`src/rtl/assert_macros.svh`:
```
// Assertion helpers for the RTL files, included by the top-level decoder.
`ifndef ASSERT_MACROS_SVH
`define ASSERT_MACROS_SVH

// Checked on every rising clock edge, including while reset is high.
`define ASSERT_ALWAYS(name, clk, prop) \
   name: assert property (@(posedge clk) prop) else $error("assertion failed");

// Checked only outside reset.
`define ASSERT_RUN(name, clk, rst, prop) \
   name: assert property (@(posedge clk) disable iff (rst) prop) \
      else $error("assertion failed");

`endif

```
`src/rtl/utf8d_pkg.sv`:
```
`default_nettype none
package utf8d_pkg;

   localparam int BYTE_W = 8;
   localparam int CP_W   = 21;
   localparam int MAX_RESULTS = 4;
   localparam int IDX_W  = 2;
   localparam int CNT_W  = 3;

   // lead byte payload masks
   localparam logic [7:0] MASK_LEAD2 = 8'h1f;
   localparam logic [7:0] MASK_LEAD3 = 8'h0f;
   localparam logic [7:0] MASK_LEAD4 = 8'h07;
   localparam logic [7:0] MASK_CONT  = 8'h3f;
   localparam logic [7:0] ASCII_TOP  = 8'h7f;

   // all results caused by one input byte
   typedef struct packed {
      logic [CNT_W-1:0]                  count;
      logic [MAX_RESULTS-1:0]            inv;
      logic [MAX_RESULTS-1:0][CP_W-1:0]  cp;
   } burst_type;

   typedef struct packed {
      logic full;
      logic empty;
   } queue_status_type;

endpackage
`default_nettype wire

```
`src/rtl/utf8d_byte_if.sv`:
```
`default_nettype none
interface utf8d_byte_if;
   import utf8d_pkg::*;
   logic              valid;
   logic              ready;
   logic [BYTE_W-1:0] byte_in;

   modport source (output valid, output byte_in, input ready);
   modport sink   (input valid, input byte_in, output ready);
endinterface
`default_nettype wire

```
`src/rtl/utf8d_cp_if.sv`:
```
`default_nettype none
interface utf8d_cp_if;
   import utf8d_pkg::*;
   logic            valid;
   logic            ready;
   logic [CP_W-1:0] code_point;
   logic            invalid;
   logic            last;

   modport source (output valid, output code_point, output invalid, output last,
                   input ready);
   modport sink   (input valid, input code_point, input invalid, input last,
                   output ready);
endinterface
`default_nettype wire

```
`src/rtl/utf8d_front.sv`:
```
`default_nettype none
module utf8d_front (
   input  wire logic                 clock,
   input  wire logic                 reset,
   utf8d_byte_if.sink                req_bus,
   input  wire utf8d_pkg::queue_status_type q_stat,
   output logic                      push,
   output utf8d_pkg::burst_type      burst
);
   import utf8d_pkg::*;

   // sequence state
   logic [7:0]      lead_ff, lead_in;
   logic [1:0]      need_ff, need_in;
   logic [1:0]      pend_cnt_ff, pend_cnt_in;
   logic [CP_W-1:0] acc_ff, acc_in;
   logic [7:0]      pend_ff [2];
   logic [7:0]      pend_in [2];

   logic            accept;
   logic            cont;
   logic [7:0]      b;
   logic [CP_W-1:0] acc_sum;
   logic [CNT_W-1:0] n;

   assign req_bus.ready = !q_stat.full;
   assign accept = req_bus.valid && !q_stat.full;
   assign b      = req_bus.byte_in;
   assign cont   = (b[7:6] == 2'b10);
   assign acc_sum = {acc_ff[CP_W-7:0], b[5:0]};

   // classify the byte and build its result burst
   always_comb begin
      lead_in     = lead_ff;
      need_in     = need_ff;
      pend_cnt_in = pend_cnt_ff;
      acc_in      = acc_ff;
      pend_in     = pend_ff;
      burst       = '0;
      n           = '0;
      if (need_ff != 2'd0 && cont) begin
         acc_in  = acc_sum;
         need_in = need_ff - 2'd1;
         if (need_ff == 2'd1) begin
            burst.cp[0] = acc_sum;
            n           = 3'd1;
            pend_cnt_in = 2'd0;
         end else if (pend_cnt_ff < 2'd2) begin
            pend_in[pend_cnt_ff[0]] = b;
            pend_cnt_in = pend_cnt_ff + 2'd1;
         end
      end else begin
         // broken sequence: flush lead and buffered bytes as raw
         if (need_ff != 2'd0) begin
            burst.cp[0]  = CP_W'(lead_ff);
            burst.cp[1]  = CP_W'(pend_ff[0]);
            burst.cp[2]  = CP_W'(pend_ff[1]);
            burst.inv[2:0] = 3'b111;
            n            = 3'd1 + {1'b0, pend_cnt_ff};
            need_in      = 2'd0;
            pend_cnt_in  = 2'd0;
         end
         // fresh handling of the new byte
         if (b <= ASCII_TOP) begin
            burst.cp[n[IDX_W-1:0]]  = CP_W'(b);
            burst.inv[n[IDX_W-1:0]] = 1'b0;
            n = n + 3'd1;
         end else if (b inside {[8'hc0:8'hf4]}) begin
            lead_in     = b;
            pend_cnt_in = 2'd0;
            if (b inside {[8'hc0:8'hdf]}) begin
               need_in = 2'd1;
               acc_in  = CP_W'(b & MASK_LEAD2);
            end else if (b inside {[8'he0:8'hef]}) begin
               need_in = 2'd2;
               acc_in  = CP_W'(b & MASK_LEAD3);
            end else begin
               need_in = 2'd3;
               acc_in  = CP_W'(b & MASK_LEAD4);
            end
         end else begin
            burst.cp[n[IDX_W-1:0]]  = CP_W'(b);
            burst.inv[n[IDX_W-1:0]] = 1'b1;
            n = n + 3'd1;
         end
      end
      burst.count = n;
   end

   assign push = accept && (n != '0);

   // control state
   always_ff @(posedge clock) begin
      if (reset) begin
         need_ff     <= 2'd0;
         pend_cnt_ff <= 2'd0;
      end else if (accept) begin
         need_ff     <= need_in;
         pend_cnt_ff <= pend_cnt_in;
      end
   end

   // payload state
   always_ff @(posedge clock) begin
      if (accept) begin
         lead_ff <= lead_in;
         acc_ff  <= acc_in;
         pend_ff <= pend_in;
      end
   end

endmodule
`default_nettype wire

```
`src/rtl/utf8d_queue.sv`:
```
`default_nettype none
module utf8d_queue #(
   parameter int DEPTH = 4
) (
   input  wire logic                      clock,
   input  wire logic                      reset,
   input  wire logic                      push,
   input  wire utf8d_pkg::burst_type      wr_data,
   input  wire logic                      pop,
   output utf8d_pkg::burst_type           rd_data,
   output utf8d_pkg::queue_status_type    stat,
   output logic [$clog2(DEPTH+1)-1:0]     level
);
   import utf8d_pkg::*;

   localparam int PTR_W = $clog2(DEPTH);
   localparam int LVL_W = $clog2(DEPTH + 1);

   burst_type        mem [DEPTH];
   burst_type        rd_data_ff;
   logic [PTR_W-1:0] wr_ptr_ff, wr_ptr_in;
   logic [PTR_W-1:0] rd_ptr_ff, rd_ptr_in;
   logic [LVL_W-1:0] level_ff, level_in;
   logic             do_push, do_pop;

   assign stat.full  = (level_ff == LVL_W'(DEPTH));
   assign stat.empty = (level_ff == '0);
   assign do_push = push && !stat.full;
   assign do_pop  = pop && !stat.empty;
   assign rd_data = rd_data_ff;
   assign level   = level_ff;

   // pointer and fill level update
   always_comb begin
      wr_ptr_in = wr_ptr_ff;
      rd_ptr_in = rd_ptr_ff;
      level_in  = level_ff;
      if (do_push) begin
         wr_ptr_in = (wr_ptr_ff == PTR_W'(DEPTH - 1)) ? '0 : wr_ptr_ff + PTR_W'(1);
      end
      if (do_pop) begin
         rd_ptr_in = (rd_ptr_ff == PTR_W'(DEPTH - 1)) ? '0 : rd_ptr_ff + PTR_W'(1);
      end
      if (do_push && !do_pop) begin
         level_in = level_ff + LVL_W'(1);
      end else if (do_pop && !do_push) begin
         level_in = level_ff - LVL_W'(1);
      end
   end

   always_ff @(posedge clock) begin
      if (reset) begin
         wr_ptr_ff <= '0;
         rd_ptr_ff <= '0;
         level_ff  <= '0;
      end else begin
         wr_ptr_ff <= wr_ptr_in;
         rd_ptr_ff <= rd_ptr_in;
         level_ff  <= level_in;
      end
   end

   // storage
   always_ff @(posedge clock) begin
      if (do_push) begin
         mem[wr_ptr_ff] <= wr_data;
      end
   end

   // head entry read ahead at the next read address, same-slot write passed through
   always_ff @(posedge clock) begin
      if (do_push && (wr_ptr_ff == rd_ptr_in)) begin
         rd_data_ff <= wr_data;
      end else begin
         rd_data_ff <= mem[rd_ptr_in];
      end
   end

endmodule
`default_nettype wire

```
`src/rtl/utf8d_back.sv`:
```
`default_nettype none
module utf8d_back (
   input  wire logic                      clock,
   input  wire logic                      reset,
   input  wire utf8d_pkg::burst_type      head,
   input  wire utf8d_pkg::queue_status_type q_stat,
   output logic                           pop,
   utf8d_cp_if.source                     rsp_bus
);
   import utf8d_pkg::*;

   logic [IDX_W-1:0] idx_ff, idx_in;
   logic             valid_ff, valid_in;
   logic [CP_W-1:0]  cp_ff;
   logic             inv_ff, last_ff;
   logic             load, take, last_entry;

   assign load       = !valid_ff || rsp_bus.ready;
   assign take       = load && !q_stat.empty;
   assign last_entry = ({1'b0, idx_ff} == head.count - 3'd1);
   assign pop        = take && last_entry;

   // walk through the entries of the head burst
   always_comb begin
      idx_in   = idx_ff;
      valid_in = valid_ff;
      if (load) begin
         valid_in = !q_stat.empty;
      end
      if (take) begin
         idx_in = last_entry ? '0 : idx_ff + IDX_W'(1);
      end
   end

   always_ff @(posedge clock) begin
      if (reset) begin
         idx_ff   <= '0;
         valid_ff <= 1'b0;
      end else begin
         idx_ff   <= idx_in;
         valid_ff <= valid_in;
      end
   end

   // output register
   always_ff @(posedge clock) begin
      if (take) begin
         cp_ff   <= head.cp[idx_ff];
         inv_ff  <= head.inv[idx_ff];
         last_ff <= last_entry;
      end
   end

   assign rsp_bus.valid      = valid_ff;
   assign rsp_bus.code_point = cp_ff;
   assign rsp_bus.invalid    = inv_ff;
   assign rsp_bus.last       = last_ff;

endmodule
`default_nettype wire

```
`src/rtl/utf8_byte_stream_decoder.sv`:
```
// Channel   Dir  Handshake     Item
// req_bus   in   valid/ready   byte_in: one raw byte of the stream
// rsp_bus   out  valid/ready   code_point, invalid, last: one result
//
// One byte is accepted per cycle while the burst queue has room.
// A byte's results (0 to 4) leave one per cycle from the output register
// while rsp_bus is ready, so the output side sets the sustained rate.
// A result is registered in the queue's head register, then in the output register.
// Synchronous reset closes any open sequence and empties queue and output.
// A stalled output fills the queue of QUEUE_DEPTH bursts before req_bus.ready drops.
`default_nettype none
module utf8_byte_stream_decoder #(
   parameter int QUEUE_DEPTH = 4
) (
   input  wire logic clock,
   input  wire logic reset,
   utf8d_byte_if.sink  req_bus,
   utf8d_cp_if.source  rsp_bus
);
   import utf8d_pkg::*;
   `include "assert_macros.svh"

   burst_type        burst, head;
   queue_status_type q_stat;
   logic             push, pop;
   logic [$clog2(QUEUE_DEPTH+1)-1:0] q_level;

   utf8d_front u_front (
      .clock   (clock),
      .reset   (reset),
      .req_bus (req_bus),
      .q_stat  (q_stat),
      .push    (push),
      .burst   (burst)
   );

   utf8d_queue #(.DEPTH(QUEUE_DEPTH)) u_queue (
      .clock   (clock),
      .reset   (reset),
      .push    (push),
      .wr_data (burst),
      .pop     (pop),
      .rd_data (head),
      .stat    (q_stat),
      .level   (q_level)
   );

   utf8d_back u_back (
      .clock   (clock),
      .reset   (reset),
      .head    (head),
      .q_stat  (q_stat),
      .pop     (pop),
      .rsp_bus (rsp_bus)
   );

   // checks
   `ASSERT_ALWAYS(a_reset_quiet, clock, reset |=> !rsp_bus.valid)
   `ASSERT_RUN(a_valid_is_last, clock, reset,
      (rsp_bus.valid && !rsp_bus.invalid) |-> rsp_bus.last)
   `ASSERT_RUN(a_level_bound, clock, reset,
      q_level <= ($clog2(QUEUE_DEPTH+1))'(QUEUE_DEPTH))
   `ASSERT_RUN(a_no_burst_when_full, clock, reset,
      q_stat.full |-> !(req_bus.ready || push))

endmodule
`default_nettype wire
```
`src/flat_wrapper.sv`:
```
// flat-port wrapper written by rule: the top's interface ports become plain ports
module utf8_byte_stream_decoder_flat import utf8d_pkg::*;
#(
   parameter int QUEUE_DEPTH = 4
)
  (clock, reset, req_bus_valid, req_bus_byte_in, req_bus_ready, rsp_bus_valid, rsp_bus_code_point, rsp_bus_invalid, rsp_bus_last, rsp_bus_ready);
  utf8d_byte_if req_bus_i ();
  utf8d_cp_if rsp_bus_i ();
  input  wire logic clock;
  input  wire logic reset;
  input wire logic [$bits(req_bus_i.valid)-1:0] req_bus_valid;
  input wire logic [$bits(req_bus_i.byte_in)-1:0] req_bus_byte_in;
  output wire logic [$bits(req_bus_i.ready)-1:0] req_bus_ready;
  output wire logic [$bits(rsp_bus_i.valid)-1:0] rsp_bus_valid;
  output wire logic [$bits(rsp_bus_i.code_point)-1:0] rsp_bus_code_point;
  output wire logic [$bits(rsp_bus_i.invalid)-1:0] rsp_bus_invalid;
  output wire logic [$bits(rsp_bus_i.last)-1:0] rsp_bus_last;
  input wire logic [$bits(rsp_bus_i.ready)-1:0] rsp_bus_ready;
  assign req_bus_i.valid = req_bus_valid;
  assign req_bus_i.byte_in = req_bus_byte_in;
  assign req_bus_ready = req_bus_i.ready;
  assign rsp_bus_valid = rsp_bus_i.valid;
  assign rsp_bus_code_point = rsp_bus_i.code_point;
  assign rsp_bus_invalid = rsp_bus_i.invalid;
  assign rsp_bus_last = rsp_bus_i.last;
  assign rsp_bus_i.ready = rsp_bus_ready;
  utf8_byte_stream_decoder #(.QUEUE_DEPTH(QUEUE_DEPTH)) u_core (.clock(clock), .reset(reset), .req_bus(req_bus_i), .rsp_bus(rsp_bus_i));
endmodule
```
`config.mk`:
```
export PLATFORM = sky130hd
export DESIGN_NAME = utf8_byte_stream_decoder_flat
export DESIGN_NICKNAME = d
export VERILOG_FILES = /design/src/rtl/utf8d_pkg.sv /design/src/rtl/utf8d_byte_if.sv /design/src/rtl/utf8d_cp_if.sv /design/src/rtl/utf8d_front.sv /design/src/rtl/utf8d_queue.sv /design/src/rtl/utf8d_back.sv /design/src/rtl/utf8_byte_stream_decoder.sv /design/src/flat_wrapper.sv
export VERILOG_INCLUDE_DIRS = /design/src /design/src/rtl
export SDC_FILE = /design/constraint.sdc
export NUM_CORES = 1
export LEC_CHECK = 0
export BUFFER_PORTS_ARGS = -buffer_cell sky130_fd_sc_hd__buf_2
export CAP_MARGIN = 10
export CORE_MARGIN = 10
export CORE_UTILIZATION = 33
export DETAILED_ROUTE_END_ITERATION = 6
export SETUP_SLACK_MARGIN = 0.15
export SLEW_MARGIN = 0
export SYNTH_ARGS = -nofsm -noshare
export SYNTH_HDL_FRONTEND = slang
export SYNTH_HIERARCHICAL = 1
export SYNTH_SLANG_ARGS = --single-unit
```
`constraint.sdc`:
```
create_clock -name clock -period 10.89 [get_ports clock]
set_clock_uncertainty 0.05 [all_clocks]
set_input_delay 0.5445 -clock clock [delete_from_list [all_inputs] [get_ports clock]]
set_output_delay 0.5445 -clock clock [all_outputs]
set_load 0.02 [all_outputs]
```
== Word-level counts from Yosys, hierarchy flattened ==
Memories as Yosys holds them, arrays and structs flattened. A register that Yosys moved wholly into a read port is not among the register bits.
Index checks and enable logic that the tools add are counted.
W data, S select, Z words.
Cells by class
  add/sub/neg operators: 10
  order comparisons: 12
  equal/unequal tests: 8
  mux-type cells: 52
  bitwise gates (word level): 7
  reduce and logical (&&, ||, !) cells: 29
Operator list (number)
  $mux W88: 2
  $bwmux W84: 1
  $mux W21: 4
  $mux W67: 1
  $mux W63: 1
  $mux W50: 1
  $mux W15: 3
  $bmux W21 S2: 1
  $demux W21 S2: 1
  $mux W2: 15
  $mux W3: 9
  $le A8 B8 Y1 const B: 3
  $bwmux W16: 1
  $ge A8 B8 Y1 const B: 2
  $logic_and A1 B1 Y1: 14
  $add A2 B1 Y2 const B: 4
  $demux W8 S1: 1
  $le A8 B7 Y1 const B: 1
  $mux W8: 1
  $reduce_and A4 Y1: 2
  $add A3 B1 Y3 const B: 2
  $eq A2 B2 Y1 const B: 3
  $lt A2 B3 Y1 const B: 2
  $mux W1: 6
  28 further kinds: 37
Storage, ports and cells
  register bits: 76
  bits in writable memories: 364
  output and inout bits: 25
  memories kept: 1
Memories
  u_core.u_queue.mem: depth 4, width 91, read ports 1, clocked after Yosys merged registers in 1, wr ports 1, line utf8d_queue.sv:19  | burst_type mem [DEPTH];

== Depth between registers and ports, before layout ==
Gate-level depths: netlist of run 1.
  depth in word-level cells: 14
  depth in mapped cells: 17
  depth with buffers taken out: 16

== By module ==
Netlist of run 1, hierarchy kept.
Modules (own cells, without submodules)
  utf8d_queue: times used 1, cells each 524, area each 13635.6 um^2, seq. area each 11110.7 um^2
  utf8d_front: times used 1, cells each 273, area each 2733.9 um^2, seq. area each 1251.2 um^2
  utf8d_back: times used 1, cells each 74, area each 1443.9 um^2, seq. area each 750.7 um^2

== Worst setup path before layout of run 1 ==
Ideal clock, no wire load.
  path type: register to register
  from: reg u_core.u_front.need_ff[0]
  to: mem u_core/u_queue/mem[0][0] (netlist bit), enable pin
  setup time: 0.460 ns
  data arrival time: 4.302 ns
  path slack: 6.078 ns
  cell stages (with the launch flop): 11
  buffers on the path: 2
  clock period less this slack: 4.812 ns
  cells stage by stage: dfxtp_1 inv_1 ha_1 clkbuf_1 nor2_1 ha_1 clkbuf_1 nand3_1 a21oi_1 o311a_1 and3_1
RTL lines
  start, declared: line utf8d_front.sv:14  | logic [1:0] need_ff, need_in;
  start signal, assigned: line utf8d_front.sv:98  | need_ff <= need_in;
  end, declared: line utf8d_queue.sv:19

==> results_dict.tcl, run 1 <==
set metrics [dict create \
    drive_gt1_frac 0.251 \
    criticalPathCategory "register to register" \
    async_flop_share 0 \
    grt_pass1_vias 8256 \
    cts_resized 0 \
    place_hpwl_um 19000 \
    fin_util 0.371 \
    dr.pass1.iters 5 \
    drc_errors 0 \
    die-area_um2 63700 \
    cts_root_buf "clkbuf_16" \
    rsz0062_at_grt "no" \
    drv_slew 0 \
    yosysTopAreaCell "edfxtp_1" \
    clk_latency_ps 560 \
    overflow 0 \
    ys_types 60 \
    synth_area_leaders "edfxtp_1 (72%), mux4_2 (14%), dfxtp_1 (1.8%), buf_4 (1.7%), ha_1 (0.98%)" \
    setup_tns_ps 0 \
    syn-cell-area_um2 17800 \
    cts.clk_slew.worst_paths_ps 60 \
    cts_max_path_buffers 3 \
    dp_slack_ps 6360 \
    vias 7918 \
    placementRows 85 \
    num_io_pins 37 \
    holdWs_ps 246 \
    ys_top_cells_by_count "edfxtp_1 (426), mux4_2 (109), buf_4 (41), and3_1 (27), nand3_1 (18)" \
    cts_tree "built" \
    grt_pass1_wl_um 51000 \
    grt_antenna_before_repair 1 \
    htree_levels 2 \
    worstMarginPinSlew_ps 1000 \
    synth-seq-cells 442 \
    wl_per_cell_um 20.0 \
    synth.avg_cell_area_um2 20.5 \
    die_w_um 252 \
    drt_iter0_markers 668 \
    layout_setup_ws_ps 6380 \
    hold_viol_final 0 \
    start_util 0.332 \
    ys_seq_area_frac 0.736 \
    slew_headroom 0.331 \
    arrival_ps 4640 \
    worstPathRequired_ps 11010 \
    ys_warn_count 6 \
    ir_drop_mv 0.109 \
    syn2layout_area_growth_pct 11.7 \
    core_um2 53600 \
    startpoint_type "register" \
    holdCritPathClass "input port to register" \
    drv_cap 0 \
    wl_um 33000 \
    stdcell_area_um2 19900 \
    p_leak_nw 6.47 \
    fin_crit_sh 0.414 \
    cts_setup_buffers 0 \
    yosysMostFrequentCell "edfxtp_1" \
    setup_viol_count_final 0 \
    drtAntennaViolNets 0 \
    place_congestion 0.728 \
    portBuffers 36 \
    synth_flop_cell "edfxtp_1" \
    syn_inst 871 \
    crit_path_end_kind "register" \
    viasPerCell 4.79 \
    max_freq_mhz 222 \
    placed_cell_area_um2 18500 \
    synth-edff-count 426 \
    insertedDiodeCount 0 \
    synth_top_area_share 0.718 \
    status "completed" \
    nets 948 \
    grt_max_degree 55 \
    grtUsageTotal 0.104 \
    cts_buffers 46 \
    path_max_fanout 54 \
    power-per-cell-area_nw_per_um2 230 \
    cts_hold_buf 0 \
    fp.dieH_um 252 \
    period_minus_slack_ps 4510 \
    clkSinkCount 442 \
]
## final timing paths
path | slack [ps] | end | start | depth (start not counted)
worst min register to register | 460 | u_core/u_back/rsp_bus.valid$_SDFFE_PP0N_ | u_core/u_back/rsp_bus.valid$_SDFFE_PP0N_ | 2
worst max-delay path | 6380 | u_core/u_queue/mem[3][44]$_DFFE_PP_ | u_core/u_front/need_ff[0]$_SDFFE_PP0P_ | 9
worst max register to register | 6380 | u_core/u_queue/mem[3][44]$_DFFE_PP_ | u_core/u_front/need_ff[0]$_SDFFE_PP0P_ | 9
worst min-delay path | 250 | u_core/u_back/rsp_bus.valid$_SDFFE_PP0N_ | rsp_bus_ready | 3
## placed cells by master, fill, tap and decap left out, types with 3 or more instances in the layout
cell,instances
nand2b_1,9
a21oi_1,17
xor2_1,4
dfxtp_1,13
clkbuf_1,16
ha_1,14
nor3_1,5
and2_1,13
buf_4,12
mux4_1,4
buf_2,36
edfxtp_1,426
nand2_1,15
clkinv_1,7
o21ai_0,10
nand3_1,18
and3_1,23
nor2_1,16
inv_1,17
a22o_1,7
and3_4,4
clkbuf_16,46
clkinv_2,4
nand3b_1,8
clkbuf_8,3
nor2b_1,5
mux2i_1,3
mux4_2,109
inv_6,4
conb_1,39
a211oi_1,3
## power breakdown
part	total [W]	switching, W	internal [W]
Clock	0.00142	0.000615	0.000804
Sequential	0.00225	0.0000903	0.00216
Combinational	0.000900	0.000509	0.000391
## metal layers
metal,share of wire,GRT usage
met5,0.00039,0
met4,0.017,0.0291
met2,0.48,0.162
met1,0.46,0.147
met3,0.040,0.0183
## critical path: stages, from the launching register on
cell,delay (ps)
dfxtp_1,400
inv_1,60
ha_1,460
nor2_1,430
ha_1,430
nand3_1,110
a21oi_1,340
o311a_1,330
and3_4,630
buf_4,790
## flip-flops by register name (all words and copies together) (netlist names), named ones only
register	flops
u_core/u_back/idx_ff	2
u_core/u_back/rsp_bus.last	1
u_core/u_front/acc_ff	15
u_core/u_front/need_ff	2
u_core/u_front/pend_ff	16
u_core/u_queue/wr_ptr_ff	2
u_core/u_front/pend_cnt_ff	2
u_core/u_queue/rd_ptr_ff	2
u_core/u_queue/mem	364
u_core/u_front/lead_ff	8
u_core/u_queue/level	3
u_core/u_back/rsp_bus.valid	1
u_core/u_back/rsp_bus.code_point	21
u_core/u_back/rsp_bus.invalid	1
## through the flow
step | cells | power (W)
3_5_place_dp | 1569 | 0.00323
5_1_grt | 1652 | 0.00480
2_1_floorplan | 909 | 0.00297
3_3_place_gp | 1569 | 0.00321
4_1_cts | 1652 | 0.00466
6_report | 1652 | 0.00457
## cell families (layout without fill, tap and decap cells)
logic type      Yosys count  count (layout)  share of synthesized area
xor+xnor                  5               5                    0.00246
fa+ha+maj                15              15                     0.0110
compound gates           56              56                     0.0223
buf+inv                 102             149                     0.0382
other cells               1              39                   0.000211
simple gates            132             132                     0.0431
mux                     118             118                      0.147
flops                   442             442                      0.736
## cell type report
type | count | area (um2)
sequential | 442 | 13100
fill | 4934 | 33700
inverter | 18 | 72.6
timing repair buffer | 48 | 270
tap | 696 | 871
multi-input combinational | 365 | 4190
clock buffer | 65 | 1250
clock inverter | 18 | 114
(Power assumes the default switching activity.)
==> inputs of run 2 (changes only) <==
clock period = 4.5 ns   (was 10.89 ns; I/O delays follow)
==> run 2 against run 1 <==
Net effect:
- utilization is 0.27 points higher
- hold slack worse by 220 ps
- routed wire length is 0.16% lower
- via count is 0.86% higher
- critical endpoint is now u_core/u_queue/level[2]$_SDFFE_PP0P_
==> results_dict.tcl, run 2 (synthesized netlist as in run 1, its figures left out) <==
set metrics [dict create \
    status "completed" \
    holdWs_ps 21.0 \
    final_cell_mix "edfxtp_1 (426), mux4_2 (109), clkbuf_16 (43), conb_1 (39), buf_2 (36)" \
    largest_reg_flops 364 \
    period_minus_slack_ps 3940 \
    htree_levels 2 \
    critical-path-slowest-cell "dfxtp_1" \
    dp_slack_ps 460 \
    layout_setup_ws_ps 563 \
    wl_per_cell_um 19.9 \
    drtAntennaViolNets 0 \
    hold_path_depth 1 \
    power-per-cell-area_nw_per_um2 550 \
    nets 962 \
    p_leak_nw 6.55 \
    worstPathRequired_ps 4910 \
    rsz0062_at_grt "no" \
    viasPerCell 4.81 \
    portBuffers 36 \
    drive_gt1_frac 0.256 \
    fill_cells 4888 \
    vias 7986 \
    worst_path_most_repeated_cell "inv_1" \
    cp_slowest_stage_delay_ps 400 \
    stdcell_area_um2 20000 \
    grt_pass1_vias 8442 \
    path_max_fanout 15 \
    syn2layout_area_growth_pct 12.5 \
    r2r-end "u_core/u_queue/level[2]$_SDFFE_PP0P_" \
    setup_viol_count_final 0 \
    hold_end "u_core/u_front/pend_ff[13]$_DFFE_PP_" \
    fin_crit_sh 0.875 \
    die-area_um2 63700 \
    worstMarginPinSlew_ps 1150 \
    drc_errors 0 \
    grt_antenna_before_repair 0 \
    cts_root_buf "clkbuf_16" \
    die_w_um 252 \
    cts_tree "built" \
    drt_iter0_markers 613 \
    num_io_pins 37 \
    cts_buffers 43 \
    wl_um 33000 \
    cts_max_path_buffers 3 \
    grt_pass1_wl_um 51500 \
    drv_cap 0 \
    holdCritPathClass "input port to register" \
    grt_max_degree 92 \
    crit_path_end_kind "register" \
    r2r-start "u_core/u_front/need_ff[0]$_SDFFE_PP0P_" \
    min_from "req_bus_byte_in[5]" \
    layout_commonest_cell "edfxtp_1" \
    slew_headroom 0.229 \
    drv_slew 0 \
    overflow 0 \
    core_um2 53600 \
    grtUsageTotal 0.105 \
    dr.pass1.iters 5 \
    clk_latency_ps 540 \
    criticalPathCategory "register to register" \
    place_congestion 0.767 \
    max_freq_mhz 254 \
    start_util 0.332 \
    arrival_ps 4350 \
    placementRows 85 \
    critPathTopFamily "adder cells" \
    rr_worst_depth 16 \
    hold_viol_final 0 \
    cts.clk_slew.worst_paths_ps 60 \
    wl_met2_um 15600 \
    ff2ff_setup_slack_ps 560 \
    fp.dieH_um 252 \
    ir_drop_mv 0.362 \
    largest_register "u_core/u_queue/mem" \
    place_hpwl_um 19500 \
    wl_met3_um 1630 \
    critPathBufInv 4 \
    path_cells "inv_1, ha_1, nand2b_1, inv_1, ha_1, nand3_1, a21oi_2, o311a_1, inv_1, nor2_2, ha_1, inv_1, fa_1, xor2_1, or3_1, a21oi_1" \
    route.top_layer_used "met4" \
    setup_tns_ps 0 \
    placed_cell_area_um2 18700 \
    clkSinkCount 442 \
    startpoint_type "register" \
    wl_met1_um 15100 \
]
[run 2: per-layer routing]
metal  vias to the layer above  global-route usage
met3                        44              0.0224
li1                       3597                   -
met1                      4177               0.143
met5                         -                   0
met4                         0              0.0296
met2                       168               0.167
[run 2: how the worst max path moves through the flow]
| stage | start | end | depth (start not counted) |
|---|---|---|---|
| global route | u_core/u_front/need_ff[0]$_SDFFE_PP0P_ | u_core/u_queue/level[2]$_SDFFE_PP0P_ | 16 |
| finish | u_core/u_front/need_ff[0]$_SDFFE_PP0P_ | u_core/u_queue/level[2]$_SDFFE_PP0P_ | 16 |
| floorplan | u_core/u_front/need_ff[0]$_SDFFE_PP0P_ | u_core/u_queue/mem[0][0]$_DFFE_PP_ | 10 |
| global placement | u_core/u_front/need_ff[0]$_SDFFE_PP0P_ | u_core/u_queue/level[2]$_SDFFE_PP0P_ | 15 |
| CTS | u_core/u_front/need_ff[0]$_SDFFE_PP0P_ | u_core/u_queue/level[2]$_SDFFE_PP0P_ | 15 |
| detailed placement | u_core/u_front/need_ff[0]$_SDFFE_PP0P_ | u_core/u_queue/level[2]$_SDFFE_PP0P_ | 15 |
[run 2: power breakdown]
group,switching (W),internal [W],leakage (nW)
clock,0.00143,0.00192,0.635
combinational,0.00133,0.000979,1.77
sequential,0.000151,0.00523,4.14
total,0.00290,0.00812,6.55
[run 2: per-stage QoR]
step,power [W],std cells,util
2_1_floorplan,0.00716,909,-
3_3_place_gp,0.00781,1579,0.348
3_5_place_dp,0.00785,1579,0.348
4_1_cts,0.0112,1659,0.374
5_1_grt,0.0116,1659,0.374
6_report,0.0110,1660,0.374
[run 2: timing repair]
item / CTS / global route
hold endpoints to repair: 23 / 0
setup endpoints to repair: 0 / 1
gates resized for setup: 0 / 2
setup buffers: 0 / 0
hold buffers: 7 / 0
[run 2: final cells by class]
class / instances / area [um2] / area share
Clock buffer: 52 / 1110 / 0.0554
Multi-Input combinational cell: 365 / 4200 / 0.209
Sequential cell: 442 / 13100 / 0.655
Tap cell: 696 / 871 / 0.0435
Inverter: 18 / 72.6 / 0.00362
Timing Repair Buffer: 65 / 490 / 0.0245
Antenna cell: 1 / 2.50 / 0.000125
Clock inverter: 21 / 174 / 0.00868
==> inputs of run 3 (changes only) <==
clock period = 3.3 ns   (was 4.5 ns; I/O delays follow)
==> run 3 against run 2 <==
Net effect:
- sequential power grew 36%
- critical path type unchanged
- sequential share of layout area shrank 0.92 points
- total power grew 38%
- flip-flop and latch count is the same
- non-clock buffer count grew 20
- final cell count grew 1.3%
==> results_dict.tcl, run 3 (synthesized netlist as in run 1, its figures left out) <==
set metrics [dict create \
    viasPerCell 4.79 \
    slew_headroom 0.460 \
    clk_latency_ps 540 \
    overflow 0 \
    dr.pass1.iters 5 \
    drive_gt1_frac 0.289 \
    rsz0062_at_grt "yes" \
    syn2layout_area_growth_pct 14.1 \
    grt_pass1_vias 8715 \
    vias 8044 \
    drtAntennaViolNets 0 \
    cts_root_buf "clkbuf_16" \
    multi_input_area_um2 4280 \
    nets 981 \
    period_minus_slack_ps 3070 \
    status "completed" \
    arrival_ps 3500 \
    layout_commonest_cell "edfxtp_1" \
    start_util 0.332 \
    worstPathRequired_ps 3720 \
    worstMarginPinSlew_ps 801 \
    cts_buffers 42 \
    holdWs_ps 100 \
    setup_tns_ps 0 \
    drv_slew 0 \
    startpoint_type "register" \
    htree_levels 2 \
    grt_max_degree 89 \
    max_freq_mhz 326 \
    crit_path_end_kind "register" \
    criticalPathCategory "register to register" \
    holdCritPathClass "input port to register" \
    drt_iter0_markers 512 \
    placementRows 85 \
    placed_cell_area_um2 18800 \
    portBuffers 36 \
    hold_viol_final 0 \
    place_congestion 0.807 \
    largest_register "u_core/u_queue/mem" \
    setup_viol_count_final 0 \
    stdcell_area_um2 20300 \
    core_um2 53600 \
    insertedDiodeCount 0 \
    wl_per_cell_um 20.1 \
    p_leak_nw 6.67 \
    wl_um 33800 \
    die_w_um 252 \
    num_io_pins 37 \
    final-seq-area_um2 13100 \
    grtUsageTotal 0.107 \
    grt_pass1_wl_um 52700 \
    cts_tree "built" \
    die-area_um2 63700 \
    cts_max_path_buffers 3 \
    ir_drop_mv 0.352 \
    drv_cap 0 \
    fill_cells 4856 \
    clkSinkCount 442 \
    largest_reg_flops 364 \
    final_cell_mix "edfxtp_1 (426), mux4_2 (109), clkbuf_16 (45), conb_1 (39), buf_2 (36)" \
    drc_errors 0 \
    fin_crit_sh 0.931 \
    fp.dieH_um 252 \
    power-per-cell-area_nw_per_um2 747 \
    path_max_fanout 11 \
    grt_antenna_before_repair 0 \
    place_hpwl_um 19600 \
    cts.clk_slew.worst_paths_ps 60 \
]
==> run 3: cell types whose count changed in the layout (fill, tap and decap cells not counted), sizes merged <==
cell         before  now
inv              18   17
bufinv            3    2
clkbuf           52   49
dlygate4sd3       7    9
diode             1    0
clkinvlp          0    4
clkinv           18   21
buf              58   76
==> run 3: layout make-up <==
class	count	share of cell area
multi-input combinational	365	0.210
clock buffer	49	0.0561
timing repair buffer	85	0.0324
sequential	442	0.646
tap	696	0.0428
inverter	18	0.00369
clock inverter	26	0.00899
==> run 3: final timing paths <==
kind,end,from,cells past startpoint,slack [ps]
max,u_core/u_queue/level[2]$_SDFFE_PP0P_,u_core/u_front/need_ff[0]$_SDFFE_PP0P_,14,230
min,u_core/u_front/pend_ff[6]$_DFFE_PP_,req_bus_byte_in[6],2,100
max reg2reg,u_core/u_queue/level[2]$_SDFFE_PP0P_,u_core/u_front/need_ff[0]$_SDFFE_PP0P_,14,230
min reg2reg,register,u_core/u_queue/rd_ptr_ff[1]$_SDFF_PP0_,1,470
==> run 3: what timing repair did <==
item / 4_1_cts / 5_1_grt
endpoints found under the hold margin: 33 / 0
setup buffers: 1 / 6
cloned: 0 / 0
pin swaps: 1 / 5
hold buffers: 9 / 0
gates resized for setup: 4 / 8
setup endpoints to repair: 1 / 1
==> run 3: worst max-delay path: stages (launching register included) <==
cell     delay (ps)
dfxtp_4         380
inv_4            40
ha_4            190
buf_4           140
or3b_4          460
a31o_2          300
o311a_1         380
inv_2            90
nor2_4           50
ha_4            150
inv_1            70
fa_2            200
xor2_1           60
or3_1           310
a21oi_1         130
==> run 3: layer usage <==
metal | vias to the layer above | track usage | wire [um]
met4 | 0 | 0.0317 | 693
met3 | 51 | 0.0155 | 1200
met5 | - | 0 | 0
met2 | 137 | 0.181 | 17100
li1 | 3636 | - | -
met1 | 4220 | 0.141 | 14800
==> run 3: metrics by stage <==
step	worst slack [ps]	utilization	total power (W)	cells
global route	101	0.379	0.0159	1681
detailed placement	69.7	0.351	0.0108	1590
floorplan	169	-	0.00979	909
finish	229	0.379	0.0152	1681
global placement	175	0.351	0.0107	1590
CTS	164	0.378	0.0154	1675
==> run 3: report_power, final <==
| part | internal [W] | switching, W | total, W |
|---|---|---|---|
| clock | 0.00263 | 0.00198 | 0.00461 |
| combinational | 0.00141 | 0.00182 | 0.00324 |
| sequential | 0.00713 | 0.000214 | 0.00734 |
